`src/rtl/ft8cp_pkg.sv`:
```
`timescale 1ns / 1ps
// ----------------------------------------------------------------------------
// ft8cp_pkg
// Shared types, constants and character helpers for the c28 callsign packer.
// ----------------------------------------------------------------------------
package ft8cp_pkg;

  localparam int unsigned NUM_LANES = 6;

  localparam logic [7:0] CH_SPACE = 8'h20;
  localparam logic [7:0] CH_0     = 8'h30;
  localparam logic [7:0] CH_9     = 8'h39;
  localparam logic [7:0] CH_UA    = 8'h41;
  localparam logic [7:0] CH_UZ    = 8'h5A;
  localparam logic [7:0] CH_LA    = 8'h61;
  localparam logic [7:0] CH_LZ    = 8'h7A;
  localparam logic [7:0] CH_C     = 8'h43;
  localparam logic [7:0] CH_D     = 8'h44;
  localparam logic [7:0] CH_E     = 8'h45;
  localparam logic [7:0] CH_Q     = 8'h51;
  localparam logic [7:0] CH_R     = 8'h52;
  localparam logic [7:0] CH_Z     = 8'h5A;

  localparam logic [1:0] TOK_DE  = 2'd0;
  localparam logic [1:0] TOK_QRZ = 2'd1;
  localparam logic [1:0] TOK_CQ  = 2'd2;

  // mixed radix 37,36,10,27,27,27 flattened into per-position weights
  localparam logic [27:0] W_A      = 28'd7085880;
  localparam logic [27:0] W_B      = 28'd196830;
  localparam logic [27:0] W_C      = 28'd19683;
  localparam logic [27:0] W_D      = 28'd729;
  localparam logic [27:0] W_E      = 28'd27;
  localparam logic [27:0] C28_BASE = 28'd6257896;

  typedef struct packed {
    logic [7:0] char0;
    logic [7:0] char1;
    logic [7:0] char2;
    logic [7:0] char3;
    logic [7:0] char4;
    logic [7:0] char5;
    logic [3:0] length;
  } in_item_t;

  typedef struct packed {
    logic        valid_res;
    logic [27:0] packed_res;
  } out_item_t;

  // what one lane learns about its character
  typedef struct packed {
    logic [7:0] ch;
    logic       is_dig;
    logic       ok37;
    logic [5:0] v37;
    logic       ok27;
    logic [4:0] v27;
  } lane_info_t;

  typedef struct packed {
    logic en1;
    logic en2;
    logic en3;
  } pipe_ctl_t;

  function automatic logic [7:0] fold_upper(input logic [7:0] c);
    logic [7:0] r;
    r = c;
    if (c >= CH_LA && c <= CH_LZ) begin
      r = c - 8'd32;
    end
    return r;
  endfunction

  function automatic lane_info_t classify(input logic [7:0] c);
    lane_info_t r;
    r.ch     = c;
    r.is_dig = (c >= CH_0) && (c <= CH_9);
    r.ok37   = 1'b0;
    r.v37    = '0;
    r.ok27   = 1'b0;
    r.v27    = '0;
    if (c == CH_SPACE) begin
      r.ok37 = 1'b1;
      r.ok27 = 1'b1;
    end else if (r.is_dig) begin
      r.ok37 = 1'b1;
      r.v37  = 6'(c - CH_0) + 6'd1;
    end else if (c >= CH_UA && c <= CH_UZ) begin
      r.ok37 = 1'b1;
      r.v37  = 6'(c - CH_UA) + 6'd11;
      r.ok27 = 1'b1;
      r.v27  = 5'(c - CH_UA) + 5'd1;
    end
    return r;
  endfunction

endpackage

```
`src/rtl/ft8cp_lane.sv`:
```
`timescale 1ns / 1ps
// ----------------------------------------------------------------------------
// ft8cp_lane
// One character lane: case fold and alphabet classification, registered.
// ----------------------------------------------------------------------------
module ft8cp_lane (
  input  logic                   clk,
  input  logic                   en,
  input  logic [7:0]             ch_i,
  output ft8cp_pkg::lane_info_t  info_o
);

  ft8cp_pkg::lane_info_t info_r;
  ft8cp_pkg::lane_info_t info_nxt;

  always_comb begin
    info_nxt = ft8cp_pkg::classify(ft8cp_pkg::fold_upper(ch_i));
  end

  always_ff @(posedge clk) begin
    if (en) begin
      info_r <= info_nxt;
    end
  end

  assign info_o = info_r;

endmodule

```
`src/rtl/ft8cp_merge.sv`:
```
`timescale 1ns / 1ps
// ----------------------------------------------------------------------------
// ft8cp_merge
// Combines the lane results: token match, alignment, padding, position checks,
// weighted products (one stage) and the final sum (output stage).
// ----------------------------------------------------------------------------
module ft8cp_merge (
  input  logic                   clk,
  input  ft8cp_pkg::pipe_ctl_t   ctl,
  input  ft8cp_pkg::lane_info_t  lane_i [ft8cp_pkg::NUM_LANES],
  input  logic [3:0]             len_i,
  output ft8cp_pkg::out_item_t   item_o
);

  ft8cp_pkg::lane_info_t six [ft8cp_pkg::NUM_LANES];
  ft8cp_pkg::lane_info_t sp_info;
  logic       shift;
  logic       tok_hit;
  logic [1:0] tok_val;
  logic       ok;

  logic        tok_hit_r, tok_hit_nxt;
  logic [1:0]  tok_val_r, tok_val_nxt;
  logic        ok_r,      ok_nxt;
  logic [27:0] pa_r,      pa_nxt;
  logic [27:0] pb_r,      pb_nxt;
  logic [27:0] pc_r,      pc_nxt;
  logic [14:0] pdef_r,    pdef_nxt;
  ft8cp_pkg::out_item_t out_r, out_nxt;

  always_comb begin
    sp_info = ft8cp_pkg::classify(ft8cp_pkg::CH_SPACE);
    tok_hit = 1'b0;
    tok_val = ft8cp_pkg::TOK_DE;
    if (len_i == 4'd2 && lane_i[0].ch == ft8cp_pkg::CH_D && lane_i[1].ch == ft8cp_pkg::CH_E) begin
      tok_hit = 1'b1;
      tok_val = ft8cp_pkg::TOK_DE;
    end else if (len_i == 4'd3 && lane_i[0].ch == ft8cp_pkg::CH_Q
                 && lane_i[1].ch == ft8cp_pkg::CH_R && lane_i[2].ch == ft8cp_pkg::CH_Z) begin
      tok_hit = 1'b1;
      tok_val = ft8cp_pkg::TOK_QRZ;
    end else if (len_i == 4'd2 && lane_i[0].ch == ft8cp_pkg::CH_C
                 && lane_i[1].ch == ft8cp_pkg::CH_Q) begin
      tok_hit = 1'b1;
      tok_val = ft8cp_pkg::TOK_CQ;
    end

    // digit in third place keeps alignment, else a leading space is added
    shift = !lane_i[2].is_dig;
    for (int i = 0; i < ft8cp_pkg::NUM_LANES; i++) begin
      six[i] = sp_info;
    end
    for (int i = 0; i < ft8cp_pkg::NUM_LANES; i++) begin
      if (4'(i) < len_i) begin
        if (!shift) begin
          six[i] = lane_i[i];
        end else if (i < ft8cp_pkg::NUM_LANES - 1) begin
          six[i + 1] = lane_i[i];
        end
      end
    end

    ok = (len_i >= 4'd3) && (len_i <= 4'd6)
         && (lane_i[2].is_dig || (lane_i[1].is_dig && len_i <= 4'd5))
         && six[0].ok37
         && six[1].ok37 && (six[1].v37 != 6'd0)
         && six[2].is_dig
         && six[3].ok27 && six[4].ok27 && six[5].ok27;

    tok_hit_nxt = tok_hit;
    tok_val_nxt = tok_val;
    ok_nxt      = ok;
    pa_nxt      = 28'(six[0].v37) * ft8cp_pkg::W_A;
    pb_nxt      = 28'(six[1].v37 - 6'd1) * ft8cp_pkg::W_B;
    pc_nxt      = 28'(six[2].v37 - 6'd1) * ft8cp_pkg::W_C;
    pdef_nxt    = 15'(28'(six[3].v27) * ft8cp_pkg::W_D
                      + 28'(six[4].v27) * ft8cp_pkg::W_E
                      + 28'(six[5].v27));
  end

  always_ff @(posedge clk) begin
    if (ctl.en2) begin
      tok_hit_r <= tok_hit_nxt;
      tok_val_r <= tok_val_nxt;
      ok_r      <= ok_nxt;
      pa_r      <= pa_nxt;
      pb_r      <= pb_nxt;
      pc_r      <= pc_nxt;
      pdef_r    <= pdef_nxt;
    end
  end

  always_comb begin
    out_nxt = '0;
    if (tok_hit_r) begin
      out_nxt.valid_res  = 1'b1;
      out_nxt.packed_res = 28'(tok_val_r);
    end else if (ok_r) begin
      out_nxt.valid_res  = 1'b1;
      out_nxt.packed_res = pa_r + pb_r + pc_r + 28'(pdef_r) + ft8cp_pkg::C28_BASE;
    end
  end

  always_ff @(posedge clk) begin
    if (ctl.en3) begin
      out_r <= out_nxt;
    end
  end

  assign item_o = out_r;

endmodule

```
`src/rtl/ft8_callsign_packer_core.sv`:
```
`timescale 1ns / 1ps
// ----------------------------------------------------------------------------
// ft8_callsign_packer_core
// Packs a callsign of up to six characters into the 28-bit c28 field.
// ----------------------------------------------------------------------------
// One item per clock unless a stalled result backs up the pipeline:
// six character lanes fold and classify in the first stage, the merge stage
// aligns, checks and forms the weighted products in the second, and the sum
// lands in the output register in the third. Each stage holds one item and
// fills a bubble even while out_stall holds the result, so in_stall rises
// only when all three stages are full and the output is stalled.
module ft8_callsign_packer_core (
  input  logic                  clk,
  input  logic                  rst_n,
  input  logic                  in_valid,
  output logic                  in_stall,
  input  ft8cp_pkg::in_item_t   in_item,
  output logic                  out_valid,
  input  logic                  out_stall,
  output ft8cp_pkg::out_item_t  out_item
);

  logic v1_r, v1_nxt;
  logic v2_r, v2_nxt;
  logic v3_r, v3_nxt;
  logic [3:0] len_r;
  logic rdy1, rdy2, rdy3;
  ft8cp_pkg::pipe_ctl_t ctl;
  ft8cp_pkg::lane_info_t lane_info [ft8cp_pkg::NUM_LANES];
  logic [7:0] lane_ch [ft8cp_pkg::NUM_LANES];

  assign rdy3 = !v3_r || !out_stall;
  assign rdy2 = !v2_r || rdy3;
  assign rdy1 = !v1_r || rdy2;

  always_comb begin
    ctl.en1 = in_valid && rdy1;
    ctl.en2 = v1_r && rdy2;
    ctl.en3 = v2_r && rdy3;
    v1_nxt  = ctl.en1 ? 1'b1 : (ctl.en2 ? 1'b0 : v1_r);
    v2_nxt  = ctl.en2 ? 1'b1 : (ctl.en3 ? 1'b0 : v2_r);
    v3_nxt  = ctl.en3 ? 1'b1 : (out_stall ? v3_r : 1'b0);
  end

  always_ff @(posedge clk) begin
    if (!rst_n) begin
      v1_r <= 1'b0;
      v2_r <= 1'b0;
      v3_r <= 1'b0;
    end else begin
      v1_r <= v1_nxt;
      v2_r <= v2_nxt;
      v3_r <= v3_nxt;
    end
  end

  always_ff @(posedge clk) begin
    if (ctl.en1) begin
      len_r <= in_item.length;
    end
  end

  assign lane_ch[0] = in_item.char0;
  assign lane_ch[1] = in_item.char1;
  assign lane_ch[2] = in_item.char2;
  assign lane_ch[3] = in_item.char3;
  assign lane_ch[4] = in_item.char4;
  assign lane_ch[5] = in_item.char5;

  for (genvar g = 0; g < ft8cp_pkg::NUM_LANES; g++) begin : g_lane
    ft8cp_lane u_lane (
      .clk    (clk),
      .en     (ctl.en1),
      .ch_i   (lane_ch[g]),
      .info_o (lane_info[g])
    );
  end

  ft8cp_merge u_merge (
    .clk    (clk),
    .ctl    (ctl),
    .lane_i (lane_info),
    .len_i  (len_r),
    .item_o (out_item)
  );

  assign in_stall  = !rdy1;
  assign out_valid = v3_r;

endmodule

```
`config.mk`:
```
export PLATFORM = sky130hd
export DESIGN_NAME = ft8_callsign_packer_core
export DESIGN_NICKNAME = d
export VERILOG_FILES = /design/src/rtl/ft8cp_pkg.sv /design/src/rtl/ft8cp_lane.sv /design/src/rtl/ft8cp_merge.sv /design/src/rtl/ft8_callsign_packer_core.sv
export SDC_FILE = /design/constraint.sdc
export NUM_CORES = 1
export LEC_CHECK = 0
export BUFFER_PORTS_ARGS = -buffer_cell sky130_fd_sc_hd__buf_2
export CORE_AREA = 3 3 184 186
export CTS_BUF_LIST = sky130_fd_sc_hd__clkbuf_8 sky130_fd_sc_hd__clkbuf_16
export DETAILED_ROUTE_END_ITERATION = 10
export DIE_AREA = 0 0 187 189
export PLACE_DENSITY = 0.79
export SLEW_MARGIN = 20
export SYNTH_ARGS = -nofsm -noshare
export SYNTH_HDL_FRONTEND = slang
export SYNTH_SLANG_ARGS = --single-unit
```
`constraint.sdc`:
```
create_clock -name clk -period 10.1 [get_ports clk]
set_input_delay 1.01 -clock clk [delete_from_list [all_inputs] [get_ports clk]]
set_output_delay 1.01 -clock clk [all_outputs]
set_load 0.005 [all_outputs]
```
==> impl_summary.md <==
Drt
The final routed wirelength across all metal layers is 42.41 mm. The first detailed-routing pass ran for 6 iterations. For this block, the initial DRC count from the detailed router was 796. For this block, the via count after detailed routing is 14320. The via density per instance is 5.615. The antenna violation net count after detailed routing is 0. The number of DRC violations after detailed routing is 0.

The detailed-route wire length per cell is 16.63 um.

Timing
The worst path meets setup with 2.198 ns of slack. Clock skew on the completed layout was measured at 0.01047 ns. Setup violations remaining at the end of the flow were counted as 0. Across all hold checks on the routed design, the worst slack comes to 0.4972 ns.

Of the available clock period, the critical path in the final layout requires 0.7824. Derived from the worst setup path, the maximum achievable clock frequency is 0.1265 GHz. The max-slew violation count was 0.

The final critical-path required period is 7.902 ns. The final hold violation count was 0. The relative slew slack is 0.3318.

At the pin with the least slew margin, the transition time is 0.9918 ns. Setup repair after global routing left no endpoint under its margin. After routing, the total negative slack on setup checks comes to 0 ns.

Clock tree
After clock tree synthesis, the clock-pin slew on the worst setup and hold paths is 0.06 ns. No sink is reached through more buffers than the 3 on the longest clock path. In this run the post-CTS setup repair buffer count came out at 0. The CTS tree is yes. The clock net in this run drives a total of 205 sinks. The clock root buffer master is clkbuf_16. The number of hold buffers added after cts is 0.

CTS built an H-tree with a depth of 1. The latest clock arrival within the worst-skew pair is 0.53 ns. The number of buffers created by CTS is 25.

The number of gates given a new drive strength after cts is 0.

Global route
The via count of the first global-routing pass is 14430. The aggregate global routing overflow is 0. Entering global routing, the biggest net connects 75 pins. The global-route wire length before repair is 70.24 mm.

The global routing usage summed across all routing layers is 0.2426. The initial antenna violation count is 0.

Setup path
The required time of the worst setup path is 10.37 ns. Data on the critical path arrives at its endpoint at 8.17 ns. The delay of the slowest critical-path stage is 0.55 ns. STA classifies the critical path startpoint as a flop. The slowest cell on the critical path is fa_1. The endpoint of the lowest-slack register-to-register path is u_merge.pc_r[22]. The most numerous cell type found on the critical path is inv_1.

The source of the worst register-to-register timing path is len_r[3]. The internal reg-to-reg setup slack is 2.20 ns. The path type of the worst setup path is reg2reg. STA classifies the critical path endpoint as a flop.

The maximum net fanout on the critical path is 24. Counting cells, the worst reg-to-reg path comes to 28.

Floorplan
During I/O placement, the number of pins put on the boundary was 87. The area of the core region is 0.03245 mm2. The number of rows created at floorplan is 66.

The initial core utilization is 0.6366. The vertical die dimension is 189 um. The die is 187 um wide. The die area is 0.03534 mm2.

Final layout
After filler insertion, the fill cell instance count of the layout stands at 2376. The net count reported at finish is 2646. The relative area change from synthesis to final layout is 8.279%. 0 antenna diodes ended up in the layout. In the final layout, the share of cells above drive strength 1 is 0.08017.

Min path
The end point of the worst hold path is v2_r. The worst hold path cell count is 1. The min-delay analysis places its worst path in the category reg2reg.

The hold path startpoint is v1_r.

Synthesis
The post-synth design cell area is 0.02066 mm2. The synthesized netlist net count is 2554. The cell accounting for the most synthesized area is edfxtp_1.

Yosys printed 0 warnings. Synthesis produced 2000 cells. In this run, synthesis inferred 202 flip-flops with an integrated enable. Among all flip-flop cells after synthesis, the most frequent one is edfxtp_1. The fraction of synthesis flops using an asynchronous set or reset pin is 0. The flop and latch count out of synthesis is 205. Of the post-synthesis cell area, the dominant cell type holds 0.2936. The number of different library cells in the post-synthesis netlist is 86.

Each instance of the synthesized netlist takes up on average 10.33 um2. The share of the yosys chip area belonging to registers is 0.2965. Yosys attributes the largest share of cell area to edfxtp_1, ha_1, fa_1.

Outcome
The run finished with clean final reports.

Placed design
Once detailed placement completed, the half-perimeter wirelength came to 34.56 mm. The weighted congestion reported at the end of routability-driven placement is 0.9528. The number of port buffers is 86. The worst slack at placement is 2.255 ns.

Run
The max-capacitance violation count is 0.
-- synthesized netlist by cell type, drive strengths merged, types with 22 or more instances --
master	n
inv	385
ha	343
edfxtp	202
fa	155
nor2	103
a21oi	100
nand2	82
xnor2	81
o21ai	79
xor2	40
a21o	38
nor3	37
nor2b	27
and2	23
nand3	22
-- state kept, by name, indices dropped and copies added (netlist names) --
name                  cells
u_merge.pdef_r           15
u_merge.pa_r             25
v2_r                      1
g_lane.u_lane.info_o     70
u_merge.tok_val_r         2
u_merge.ok_r              1
u_merge.pb_r             27
u_merge.tok_hit_r         1
v1_r                      1
out_valid                 1
len_r                     4
u_merge.item_o           29
u_merge.pc_r             28
-- final cells by class --
type                       count  area, um2  share of cell area
multi-input combinational   1381      12980              0.5802
clock inverter                18      145.1            0.006488
timing repair buffer          94      490.5             0.02193
tap                          442      553.0             0.02472
clock buffer                  25      625.6             0.02797
inverter                     385       1450             0.06482
sequential                   205       6126              0.2738
-- routing by layer --
metal | GRT usage | vias up | wire length, um
li1 | - | 7028 | -
met1 | 0.3186 | 6852 | 18480
met2 | 0.4294 | 354 | 20700
met3 | 0.02240 | 83 | 1823
met4 | 0.07531 | 0 | 1411
met5 | 0 | - | 0
-- per-stage QoR --
| stage | instances | utilization | area (um2) |
|---|---|---|---|
| after detailed placement | 2507 | 0.6655 | 21600 |
| after global placement | 2507 | 0.6655 | 21600 |
| after global routing | 2550 | 0.6893 | 22370 |
| after CTS | 2550 | 0.6893 | 22370 |
| after floorplan | 2000 | - | 20660 |
| final | 2550 | 0.6893 | 22370 |
-- cells by family after synthesis --
| family | Yosys count | synth area share |
|---|---|---|
| AOI/OAI and AO/OA | 359 | 0.1155 |
| xor gates and xnor gates | 121 | 0.05130 |
| adders and majority gates | 498 | 0.3579 |
| buffers and inverters | 414 | 0.07649 |
| DFF | 205 | 0.2965 |
| muxes | 5 | 0.002604 |
| other | 1 | 0.0001815 |
| and+or+nand+nor | 397 | 0.09950 |
-- cell usage in the layout (no fill, tap or decap), types with 76 or more instances in the layout --
master / n
a21oi_1: 97
buf_2: 86
edfxtp_1: 202
fa_1: 155
ha_1: 343
inv_1: 384
nand2_1: 81
nor2_1: 103
o21ai_0: 76
xnor2_1: 81
-- worst max path at each step --
stage | from | endpoint | cells after the start | slack (ns)
floorplan | len_r[0] | u_merge.pc_r[22] | 28 | 2.47
global placement | len_r[3] | u_merge.pc_r[22] | 28 | 2.49
detailed placement | len_r[3] | u_merge.pc_r[22] | 28 | 2.26
CTS | len_r[3] | u_merge.pc_r[22] | 28 | 2.21
global route | g_lane[2].u_lane.info_o[13] | u_merge.pc_r[22] | 27 | 1.64
finish | len_r[3] | u_merge.pc_r[22] | 28 | 2.20
-- critical path, delay by kind of cell (launching register included) --
kind | cells | cell delay [ns]
AND/OR/NAND/NOR | 7 | 1.74
adder cells (fa/ha/maj) | 8 | 3.31
XOR/XNOR | 1 | 0.11
AO/OA/AOI/OAI | 5 | 0.99
flip-flops | 1 | 0.53
buffers and inverters | 7 | 0.95
Power is not shown: default switching activity piles up to over one toggle a cycle in this logic, so the estimate is an artifact.
